**src/hdl/tlb_pkg.sv**
```systemverilog
// ----------------------------------------------------------------------------
// tlb_pkg: shared types and constants of the address translator
// Entry and cell control records, field widths, register indexes and the
// reset contents of the page table.
// ----------------------------------------------------------------------------
package tlb_pkg;

   localparam int ADDR_BITS           = 16;
   localparam int PAGE_BITS           = 4;
   localparam int FRAME_BITS          = 4;
   localparam int TABLE_WORD_BITS     = 32;
   localparam int CSR_INDEX_BITS      = 4;

   localparam int TLB_ENTRIES_DEFAULT = 4;
   localparam int OFFSET_BITS_DEFAULT = 12;

   localparam logic [TABLE_WORD_BITS-1:0] FRAME_LOW_RESET  = 32'h152F_E9C7;
   localparam logic [TABLE_WORD_BITS-1:0] FRAME_HIGH_RESET = 32'h86A4_DB30;

   localparam logic [CSR_INDEX_BITS-1:0] CSR_FRAME_TABLE_LOW  = 4'd0;
   localparam logic [CSR_INDEX_BITS-1:0] CSR_FRAME_TABLE_HIGH = 4'd1;

   typedef struct packed {
      logic                  valid;
      logic [PAGE_BITS-1:0]  page;
      logic [FRAME_BITS-1:0] frame;
   } entry_type;

   // passed up the cell row: request taken, and a slot at or below is removed
   typedef struct packed {
      logic enable;
      logic shift;
   } cell_ctrl_type;

endpackage

```
**src/hdl/tlb_cell.sv**
```systemverilog
// ----------------------------------------------------------------------------
// tlb_cell: one slot of the translation cache
// Holds a page/frame pair, compares it with the request page and, when it or
// a slot below is removed, takes the entry of its upper neighbour.
// ----------------------------------------------------------------------------
module tlb_cell (
   input  logic                           clock,
   input  logic                           reset,
   input  tlb_pkg::entry_type             upper_entry,
   input  tlb_pkg::cell_ctrl_type         ctrl_in,
   input  logic                           remove,
   input  logic [tlb_pkg::PAGE_BITS-1:0]  lookup_page,
   output tlb_pkg::entry_type             entry,
   output logic                           match,
   output tlb_pkg::cell_ctrl_type         ctrl_out
);

   logic                            valid_ff, valid_in;
   logic [tlb_pkg::PAGE_BITS-1:0]   page_ff, page_in;
   logic [tlb_pkg::FRAME_BITS-1:0]  frame_ff, frame_in;
   logic                            load;

   assign ctrl_out.enable = ctrl_in.enable;
   assign ctrl_out.shift  = ctrl_in.shift | remove;
   assign load            = ctrl_in.enable & ctrl_out.shift;

   assign match = valid_ff && (page_ff == lookup_page);

   assign entry.valid = valid_ff;
   assign entry.page  = page_ff;
   assign entry.frame = frame_ff;

   always_comb begin
      valid_in = valid_ff;
      page_in  = page_ff;
      frame_in = frame_ff;
      if (load) begin
         valid_in = upper_entry.valid;
         page_in  = upper_entry.page;
         frame_in = upper_entry.frame;
      end
   end

   always_ff @(posedge clock) begin
      if (reset) begin
         valid_ff <= 1'b0;
      end else begin
         valid_ff <= valid_in;
      end
      page_ff  <= page_in;
      frame_ff <= frame_in;
   end

endmodule

```
**src/hdl/tlb_lru_address_translator.sv**
```systemverilog
// ----------------------------------------------------------------------------
// tlb_lru_address_translator: fully associative TLB with LRU replacement
// Translates virtual addresses through a small cache in front of a
// 16-entry page table held in two configuration registers.
// ----------------------------------------------------------------------------
// Usage:
//   req_ carries one virtual address per request; rsp_ returns the physical
//   address in tdata and the hit flag in tuser. csr_ writes the page table:
//   index 0 holds entries 0 to 7, index 1 entries 8 to 15; other indexes are
//   ignored. csr_ready is always high; write only while no request is open.
//   The response is registered: a request taken in one cycle shows its
//   response in the next. One request per cycle is sustained while rsp_tready
//   is high: the tag compare, the pick of the slot to remove and the shift
//   along the cell row all settle in the same cycle.
//   The response register frees the input side: a new request is taken
//   whenever the held response leaves in the same cycle or none is held.
//   While rsp_tready stays low the response holds and req_tready drops.
//   Reset empties every slot, reloads the page table with its default and
//   drops rsp_tvalid. The most recently used slot is the top one.
// ----------------------------------------------------------------------------
module tlb_lru_address_translator #(
   parameter int TLB_ENTRIES = tlb_pkg::TLB_ENTRIES_DEFAULT,
   parameter int OFFSET_BITS = tlb_pkg::OFFSET_BITS_DEFAULT
) (
   input  logic                                  clock,
   input  logic                                  reset,
   // request
   input  logic                                  req_tvalid,
   output logic                                  req_tready,
   input  logic [tlb_pkg::ADDR_BITS-1:0]         req_tdata,   // virt_addr
   // response
   output logic                                  rsp_tvalid,
   input  logic                                  rsp_tready,
   output logic [tlb_pkg::ADDR_BITS-1:0]         rsp_tdata,   // phys_addr
   output logic                                  rsp_tuser,   // tlb_hit
   // configuration
   input  logic                                  csr_valid,
   output logic                                  csr_ready,
   input  logic [tlb_pkg::CSR_INDEX_BITS-1:0]    csr_index,
   input  logic [tlb_pkg::TABLE_WORD_BITS-1:0]   csr_data
);

   localparam logic [31:0] OFFSET_MASK = (32'd1 << OFFSET_BITS) - 32'd1;

   logic [tlb_pkg::TABLE_WORD_BITS-1:0] table_low_ff, table_low_in;
   logic [tlb_pkg::TABLE_WORD_BITS-1:0] table_high_ff, table_high_in;
   logic                                rsp_valid_ff, rsp_valid_in;
   logic [tlb_pkg::ADDR_BITS-1:0]       rsp_data_ff, rsp_data_in;
   logic                                rsp_hit_ff, rsp_hit_in;

   logic                                req_accept;
   logic [31:0]                         virt_wide;
   logic [tlb_pkg::PAGE_BITS-1:0]       req_page;
   logic [31:0]                         offset_wide;
   logic [tlb_pkg::TABLE_WORD_BITS-1:0] table_word;
   logic [tlb_pkg::FRAME_BITS-1:0]      table_frame;
   logic [tlb_pkg::FRAME_BITS-1:0]      hit_frame;
   logic [tlb_pkg::FRAME_BITS-1:0]      frame;
   logic                                hit_any;
   logic                                free_any;
   logic [TLB_ENTRIES-1:0]              match_vec;
   logic [TLB_ENTRIES-1:0]              hit_sel;
   logic [TLB_ENTRIES-1:0]              free_sel;
   logic [TLB_ENTRIES-1:0]              remove_sel;
   logic [31:0]                         phys_wide;
   logic                                fill_done;

   tlb_pkg::entry_type     chain_entry [TLB_ENTRIES:0];
   tlb_pkg::cell_ctrl_type chain_ctrl  [TLB_ENTRIES:0];

   assign req_tready = ~rsp_valid_ff | rsp_tready;
   assign req_accept = req_tvalid & req_tready;
   assign csr_ready  = 1'b1;

   assign virt_wide   = {{(32-tlb_pkg::ADDR_BITS){1'b0}}, req_tdata};
   assign req_page    = tlb_pkg::PAGE_BITS'(virt_wide >> OFFSET_BITS);
   assign offset_wide = virt_wide & OFFSET_MASK;

   // page table read on a miss
   assign table_word  = req_page[3] ? table_high_ff : table_low_ff;
   assign table_frame = table_word[{req_page[2:0], 2'b00} +: tlb_pkg::FRAME_BITS];

   // highest matching and highest empty slot
   always_comb begin
      hit_sel  = '0;
      free_sel = '0;
      for (int k = 0; k < TLB_ENTRIES; k++) begin
         if (match_vec[k]) begin
            hit_sel = '0;
            hit_sel[k] = 1'b1;
         end
         if (!chain_entry[k].valid) begin
            free_sel = '0;
            free_sel[k] = 1'b1;
         end
      end
   end

   assign hit_any  = |match_vec;
   assign free_any = |free_sel;

   always_comb begin
      hit_frame = '0;
      for (int k = 0; k < TLB_ENTRIES; k++) begin
         hit_frame = hit_frame | ({tlb_pkg::FRAME_BITS{hit_sel[k]}} & chain_entry[k].frame);
      end
   end

   always_comb begin
      if (hit_any) begin
         remove_sel = hit_sel;
      end else if (free_any) begin
         remove_sel = free_sel;
      end else begin
         remove_sel    = '0;
         remove_sel[0] = 1'b1;
      end
   end

   assign frame = hit_any ? hit_frame : table_frame;

   // new most recently used entry enters at the top of the row
   assign chain_entry[TLB_ENTRIES].valid = 1'b1;
   assign chain_entry[TLB_ENTRIES].page  = req_page;
   assign chain_entry[TLB_ENTRIES].frame = frame;

   assign chain_ctrl[0].enable = req_accept;
   assign chain_ctrl[0].shift  = 1'b0;

   for (genvar g = 0; g < TLB_ENTRIES; g++) begin : g_cell
      tlb_cell u_cell (
         .clock       (clock),
         .reset       (reset),
         .upper_entry (chain_entry[g+1]),
         .ctrl_in     (chain_ctrl[g]),
         .remove      (remove_sel[g]),
         .lookup_page (req_page),
         .entry       (chain_entry[g]),
         .match       (match_vec[g]),
         .ctrl_out    (chain_ctrl[g+1])
      );
   end

   // the top slot always loads when a request is taken
   assign fill_done = chain_ctrl[TLB_ENTRIES].enable & chain_ctrl[TLB_ENTRIES].shift;

   assign phys_wide = ({{(32-tlb_pkg::FRAME_BITS){1'b0}}, frame} << OFFSET_BITS) | offset_wide;

   always_comb begin
      rsp_valid_in = rsp_valid_ff;
      rsp_data_in  = rsp_data_ff;
      rsp_hit_in   = rsp_hit_ff;
      if (rsp_valid_ff && rsp_tready) begin
         rsp_valid_in = 1'b0;
      end
      if (fill_done) begin
         rsp_valid_in = 1'b1;
         rsp_data_in  = phys_wide[tlb_pkg::ADDR_BITS-1:0];
         rsp_hit_in   = hit_any;
      end
   end

   always_comb begin
      table_low_in  = table_low_ff;
      table_high_in = table_high_ff;
      if (csr_valid && csr_ready) begin
         case (csr_index)
            tlb_pkg::CSR_FRAME_TABLE_LOW:  table_low_in  = csr_data;
            tlb_pkg::CSR_FRAME_TABLE_HIGH: table_high_in = csr_data;
            default: ;
         endcase
      end
   end

   always_ff @(posedge clock) begin
      if (reset) begin
         rsp_valid_ff  <= 1'b0;
         table_low_ff  <= tlb_pkg::FRAME_LOW_RESET;
         table_high_ff <= tlb_pkg::FRAME_HIGH_RESET;
      end else begin
         rsp_valid_ff  <= rsp_valid_in;
         table_low_ff  <= table_low_in;
         table_high_ff <= table_high_in;
      end
      rsp_data_ff <= rsp_data_in;
      rsp_hit_ff  <= rsp_hit_in;
   end

   assign rsp_tvalid = rsp_valid_ff;
   assign rsp_tdata  = rsp_data_ff;
   assign rsp_tuser  = rsp_hit_ff;

endmodule

```
**config.mk**
```make
export PLATFORM = sky130hd
export DESIGN_NAME = tlb_lru_address_translator
export DESIGN_NICKNAME = d
export VERILOG_FILES = /design/src/hdl/tlb_pkg.sv /design/src/hdl/tlb_cell.sv /design/src/hdl/tlb_lru_address_translator.sv
export SDC_FILE = /design/constraint.sdc
export NUM_CORES = 1
export LEC_CHECK = 0
export BUFFER_PORTS_ARGS = -buffer_cell sky130_fd_sc_hd__buf_2
export CELL_PAD_IN_SITES_DETAIL_PLACEMENT = 1
export CELL_PAD_IN_SITES_GLOBAL_PLACEMENT = 2
export CORE_MARGIN = 4
export CORE_UTILIZATION = 35
export CTS_CLUSTER_DIAMETER = 50
export DETAILED_ROUTE_END_ITERATION = 7
export PLACE_DENSITY = 0.77
export SETUP_SLACK_MARGIN = 0.05
export SYNTH_ARGS = -nofsm -noshare
export SYNTH_HDL_FRONTEND = slang
export SYNTH_SLANG_ARGS = --single-unit
```
**constraint.sdc**
```tcl
create_clock -name clock -period 3.8 [get_ports clock]
set_input_delay 0 -clock clock [delete_from_list [all_inputs] [get_ports clock]]
set_output_delay 0 -clock clock [all_outputs]
set_load 0.05 [all_outputs]
```
# After elaboration in Yosys (flattened, before gate mapping)
# Index checks and enable logic that the tools add are counted.
dict set report op_classes {
  mux 14
  n_eq_ne 5
  n_reduce_logical 11
  n_bitwise 18
  n_shift 1
}
# cell n
set op_table {}
lappend op_table {{two-way mux 32 bit} 1}
lappend op_table {{variable part select 32 x 6 -> 4 bit} 1}
lappend op_table {{two-way mux 4 bit} 5}
lappend op_table {{bitwise AND 4 bit} 4}
lappend op_table {{equality test 4 bit} 4}
lappend op_table {{OR 16 x 12 -> 16 bit} 1}
lappend op_table {{OR 4 bit} 3}
lappend op_table {{OR reduction 4 bit} 2}
lappend op_table {{two-way mux 3 bit} 2}
lappend op_table {{bitwise AND 1 bit} 5}
lappend op_table {{logical AND 1 bit} 5}
lappend op_table {{equality test 4 x 1 -> 1 bit, second input constant} 1}
lappend op_table {{logical NOT 4 bit} 1}
lappend op_table {{two-way mux 1 bit} 4}
lappend op_table {{two-way mux 2 bit} 2}
lappend op_table {{OR 1 bit} 4}
lappend op_table {{AND reduction 2 bit} 2}
lappend op_table {{nonzero test 2 bit} 1}
lappend op_table {{inverter 1 bit} 1}
dict set report totals {
  inputBits 57
  output_inout_bits 20
  wordCells 66
  reg_bits 118
}

# Logic depth before layout (Yosys ltp)
dict set report logic_depth {
  word_depth 12
  depth_mapped 8
  mapped_depth_nobuf 6
}

# Modules after synthesis
# Synthesis repeated with hierarchy kept, for this count alone.
dict set report unflattened {
  cells_unflattened 487
  hier_area_um2 5087.4
}
# mod seq_area_each_um2 n_inst area_per_inst_um2 cells_per_inst
set by_module_without_submodules {}
lappend by_module_without_submodules {tlb_lru_address_translator 1811.7 1 3651.0 395}
lappend by_module_without_submodules {tlb_cell 260.2 4 359.1 23}

# Least setup slack after synthesis
# No wires, ideal clock.
dict set report synth_timing {
  path_type {reg2reg}
  start {register rsp_valid_ff, in the netlist rsp_tvalid}
  end {register g_cell[1].u_cell.frame_ff[0] (netlist bit), enable pin}
  setup_time_ns 0.382
  arrival_time_ns 2.576
  required_time_ns 3.418
  n_path_buf 1
  synth_period_minus_slack_ns 2.958
  path_stages_with_launch 6
  slack_ns 0.842
  path_cell_list {dfxtp_1 nand2b_1 and2_1 clkbuf_1 nand3_1 a31oi_1}
}
dict set report synth_via {
  elab_chain_cells 4
}
# item line
set synth_lines {}
lappend synth_lines {{from (decl)} tlb_lru_address_translator.sv:47} ;# logic rsp_valid_ff, rsp_valid_in;
lappend synth_lines {{from (signal assigned)} tlb_lru_address_translator.sv:181} ;# rsp_valid_ff <= rsp_valid_in;
lappend synth_lines {{inverter 1 bit} tlb_lru_address_translator.sv:71} ;# assign req_tready = ~rsp_valid_ff | rsp_tready;
lappend synth_lines {{OR 1 bit} tlb_lru_address_translator.sv:71}
lappend synth_lines {{via req_tready} tlb_lru_address_translator.sv:29} ;# output logic req_tready,
lappend synth_lines {{bitwise AND 1 bit} tlb_lru_address_translator.sv:72} ;# assign req_accept = req_tvalid & req_tready;
lappend synth_lines {{bitwise AND 1 bit} tlb_cell.sv:25} ;# assign load = ctrl_in.enable & ctrl_out.shift;
lappend synth_lines {{via g_cell[1].u_cell.load} tlb_cell.sv:21} ;# logic load;
lappend synth_lines {{to (signal assigned)} tlb_cell.sv:51} ;# frame_ff <= frame_in;
lappend synth_lines {{to (decl)} tlb_cell.sv:20} ;# logic [tlb_pkg::FRAME_BITS-1:0] frame_ff, frame_in;
# The timed path passes the listed nets, and every way through them passes these cells.
# A chain may end at the register's enable or synchronous reset.

# Worst setup path in the final report
dict set report layout_timing {
  start {register g_cell[1].u_cell.page_ff[3] (netlist bit)}
  end {register g_cell[2].u_cell.page_ff[1] (netlist bit), enable pin}
}
dict set report layout_via {
  elab_chain_cells 9
  elab_cells_between_ends 10
  classes_between {eq/ne (1); mux (4); bitwise (3); reduce/logical (2)}
}
# item line
set layout_lines {}
lappend layout_lines {{from (decl)} tlb_cell.sv:19} ;# logic [tlb_pkg::PAGE_BITS-1:0] page_ff, page_in;
lappend layout_lines {{from (signal assigned)} tlb_cell.sv:50} ;# page_ff <= page_in;
lappend layout_lines {{equality test 4 bit *} tlb_cell.sv:27} ;# assign match = valid_ff && (page_ff == lookup_page);
lappend layout_lines {{logical AND 1 bit *} tlb_cell.sv:27}
lappend layout_lines {{two-way mux 2 bit} tlb_lru_address_translator.sv:88} ;# if (match_vec[k]) begin
lappend layout_lines {{two-way mux 3 bit} tlb_lru_address_translator.sv:88}
lappend layout_lines {{two-way mux 4 bit} tlb_lru_address_translator.sv:88}
lappend layout_lines {{two-way mux 4 bit *} tlb_lru_address_translator.sv:110} ;# if (hit_any) begin
lappend layout_lines {{OR 1 bit} tlb_cell.sv:24} ;# assign ctrl_out.shift = ctrl_in.shift | remove;
lappend layout_lines {{OR 1 bit *} tlb_cell.sv:24}
lappend layout_lines {{bitwise AND 1 bit *} tlb_cell.sv:25}
lappend layout_lines {{via g_cell[2].u_cell.load} tlb_cell.sv:21}
lappend layout_lines {{to (signal assigned)} tlb_cell.sv:50}
lappend layout_lines {{to (decl)} tlb_cell.sv:19}
# The timed path passes the listed nets; every way through them passes the cells marked *.

==> results.cfg <==
[synth]
seq_area_frac_synth = 0.572
syn_avg_cell_area_um2 = 10.5
synth_area_um2 = 4780
yosys_warnings = 0
syn_nets = 513
netlist-cell-type-count = 36
synthCells = 456
yosys_register_bits = 114

[placement]
pre_cts_slack_ns = 1.22
gp_congestion = 0.771
dpl_cell_area_um2 = 5250
io_buffers = 75
hpwlAfterDp_um = 8060

[timing]
finalSetupTns_ns = 0
fmax_ghz = 0.397
skew_ns = 0.00796
period_needed_ns = 2.52
setup_viol = 0
drv_slew = 0
rsz0062_at_grt = no
layout_setup_ws_ns = 1.28
hold_viol = 0
tightest_slew_ns = 1.17
relSlewSlack = 0.220
period_share = 0.664

[setup_path]
reg2reg_depth = 4
crit_start = g_cell[1].u_cell.page_ff[3]
required_ns = 3.84
max_stage_delay_ns = 0.84
slowest_stage = a41oi_1
worstSetupPathType = register to register
path_cells = nor2b_1 > a221o_1 > or4_4 > a41oi_1
cp-start-kind = register
crit_family = compound AO/OA/AOI/OAI gates
worst_setup_path_end_kind = register
path_depth = 4
reg2reg_to = g_cell[2].u_cell.page_ff[1]
crit_path_end = g_cell[2].u_cell.page_ff[1]
cp_num_buf_inv = 0
rr_startpoint = g_cell[1].u_cell.page_ff[3]
worstPathMaxFanout = 9
arrival_ns = 2.56
r2r_setup_slack_ns = 1.28

[power_and_ir_drop]
ir_drop_v = 0.000245
leakagePower_nw = 2.52
p_clk_frac = 0.520
switchingPower_uw = 750
sw_frac_of_total = 0.225
pwr-share-comb = 0.082
power_density_nw_per_um2 = 524
intPower_mw = 2.58
power_frac_seq = 0.398

[flow_run]
cap_violations = 0

[cts]
clock_latency_ns = 0.42
clock_path_buffers = 2
clk_pin_slew_ns = 0.05
root_buffer = clkbuf_16
tritoncts = built
cts_sinks = 114
cts_buffers = 17
ctsHtreeMaxLevel = 4

[drt]
wire_per_inst_um = 17.1
met3_wirelength_um = 569
dr.pass1.iters = 4
wl_met1_um = 5390
ant_nets = 0
wl_um = 13000
via_per_inst = 4.94
vias = 3731
drc = 0
top_layer_used = met4
wl_met2_um = 6780
drtIter0Drc = 195

[floorplan]
io_pins = 77
dieArea_um2 = 15600
num_rows = 42
initial_core_util = 0.360
die_y_um = 125
core_um2 = 13300
die_w_um = 125

[grt]
grt_max_degree = 71
grt_usage = 0.175
grt_pass1_vias = 4124
grt_pass1_wl_um = 21200
antenna_found_initial = 0
overflow = 0

[final_layout]
postLayoutCoreUtil = 0.479
final_cell_area_um2 = 6360
fill_cells = 1475
final_cell_mix = nand2_1, buf_2, dfxtp_1
final_nets = 624
syn2layout_area_growth_pct = 33.1
drive_gt1_frac = 0.228
antenna_cells = 0
final_common_cell = nand2_1

[hold_path]
whs_path_depth = 1
hold_path_class = primary input to register

[status]
status = completed
-- worst register-to-register path: cells and delay by family, from the launching register on --
kind / cells / cell delay, ns
flip-flops: 1 / 0.41
AND/OR/NAND/NOR: 2 / 0.60
AO/OA/AOI/OAI: 2 / 1.15
-- state kept, by name, indices dropped and copies added, names as in the netlist --
signal                  flops
table_high_ff              32
table_low_ff               32
g_cell.u_cell.page_ff      16
rsp_tdata                  16
g_cell.u_cell.frame_ff     12
g_cell.u_cell.valid_ff      4
rsp_tuser                   1
rsp_tvalid                  1
-- through the flow --
stage	cells	power [mW]	hold WS, ns
2_1_floorplan	456	1.51	0.0989
3_3_place_gp	677	1.58	0.178
3_5_place_dp	677	1.59	0.178
4_1_cts	756	3.37	0.126
5_1_grt	756	3.46	0.147
6_report	756	3.33	0.140
-- final cells by class --
cell class,count,area (µm²),area share
clock buffers,18,429,0.0674
clock inverters,14,211,0.0332
multi-input cells,298,1850,0.291
inverters,9,33.8,0.00531
well taps,176,220,0.0346
flip-flops and latches,114,2730,0.429
repair buffers,127,883,0.139
-- power by group through the flow --
stage | clock, mW | combinational (mW) | sequential [mW]
floorplan | 0 | 0.132 | 1.38
global placement | 0 | 0.232 | 1.35
detailed placement | 0 | 0.236 | 1.35
CTS | 1.77 | 0.275 | 1.33
global route | 1.83 | 0.297 | 1.33
finish | 1.73 | 0.273 | 1.33
-- cells by family (layout without fill, tap and decap cells) --
family / after synthesis / in the layout / share of synthesized area
buf+inv: 44 / 168 / 0.0419
mux: 22 / 22 / 0.0879
other cells: 1 / 1 / 0.000784
compound gates: 63 / 63 / 0.0746
simple gates: 199 / 199 / 0.199
flops: 114 / 114 / 0.572
xor+xnor: 13 / 13 / 0.0238
-- synthesized netlist by cell type --
cell	number	area share
buf_4	5	0.0079
buf_6	1	0.0024
a31oi_1	1	0.0013
mux4_2	16	0.075
a21oi_1	37	0.039
nand2b_1	6	0.0079
o22ai_1	5	0.0065
nand3_1	5	0.0052
a41oi_1	1	0.0018
o21ai_1	1	0.0010
a221o_1	1	0.0021
a211oi_1	4	0.0063
or4_4	1	0.0024
nand2_1	132	0.10
and2_1	2	0.0026
mux2i_1	6	0.013
nor2b_1	5	0.0065
conb_1	1	0.00078
inv_1	8	0.0063
xnor2_1	3	0.0055
nor3_1	4	0.0042
a2bb2oi_1	4	0.0073
and3_4	2	0.0047
nor2_1	2	0.0016
buf_2	7	0.0073
nor4_1	2	0.0026
clkbuf_1	22	0.017
o21ai_0	9	0.0094
inv_2	1	0.00078
nand2_2	1	0.0013
or3_1	1	0.0013
xor2_1	10	0.018
edfxtp_1	45	0.28
and3_1	4	0.0052
nand3b_1	32	0.050
dfxtp_1	69	0.29
-- worst min-delay path by stage --
stage                  start                     endpoint  slack (ns)
2_1_floorplan  req_tdata[12]  g_cell[3].u_cell.page_ff[0]         0.1
3_3_place_gp    req_tdata[9]                 rsp_tdata[9]        0.18
3_5_place_dp   req_tdata[10]                rsp_tdata[10]        0.18
4_1_cts        req_tdata[13]  g_cell[3].u_cell.page_ff[1]        0.13
5_1_grt        req_tdata[15]  g_cell[3].u_cell.page_ff[3]        0.15
6_report       req_tdata[13]  g_cell[3].u_cell.page_ff[1]        0.14
-- metal layers --
layer	vias to the layer above	GRT usage
met5	-	0
met1	1838	0.198
li1	1804	-
met4	0	0.0574
met2	72	0.310
met3	17	0.0583
-- what timing repair did --
action,in CTS,in global routing
endpoints found under the hold margin,78,0
hold buffers,47,0
resized for setup,0,0
buffers inserted,0,0
Note: power is estimated with default switching activity, not from simulation.
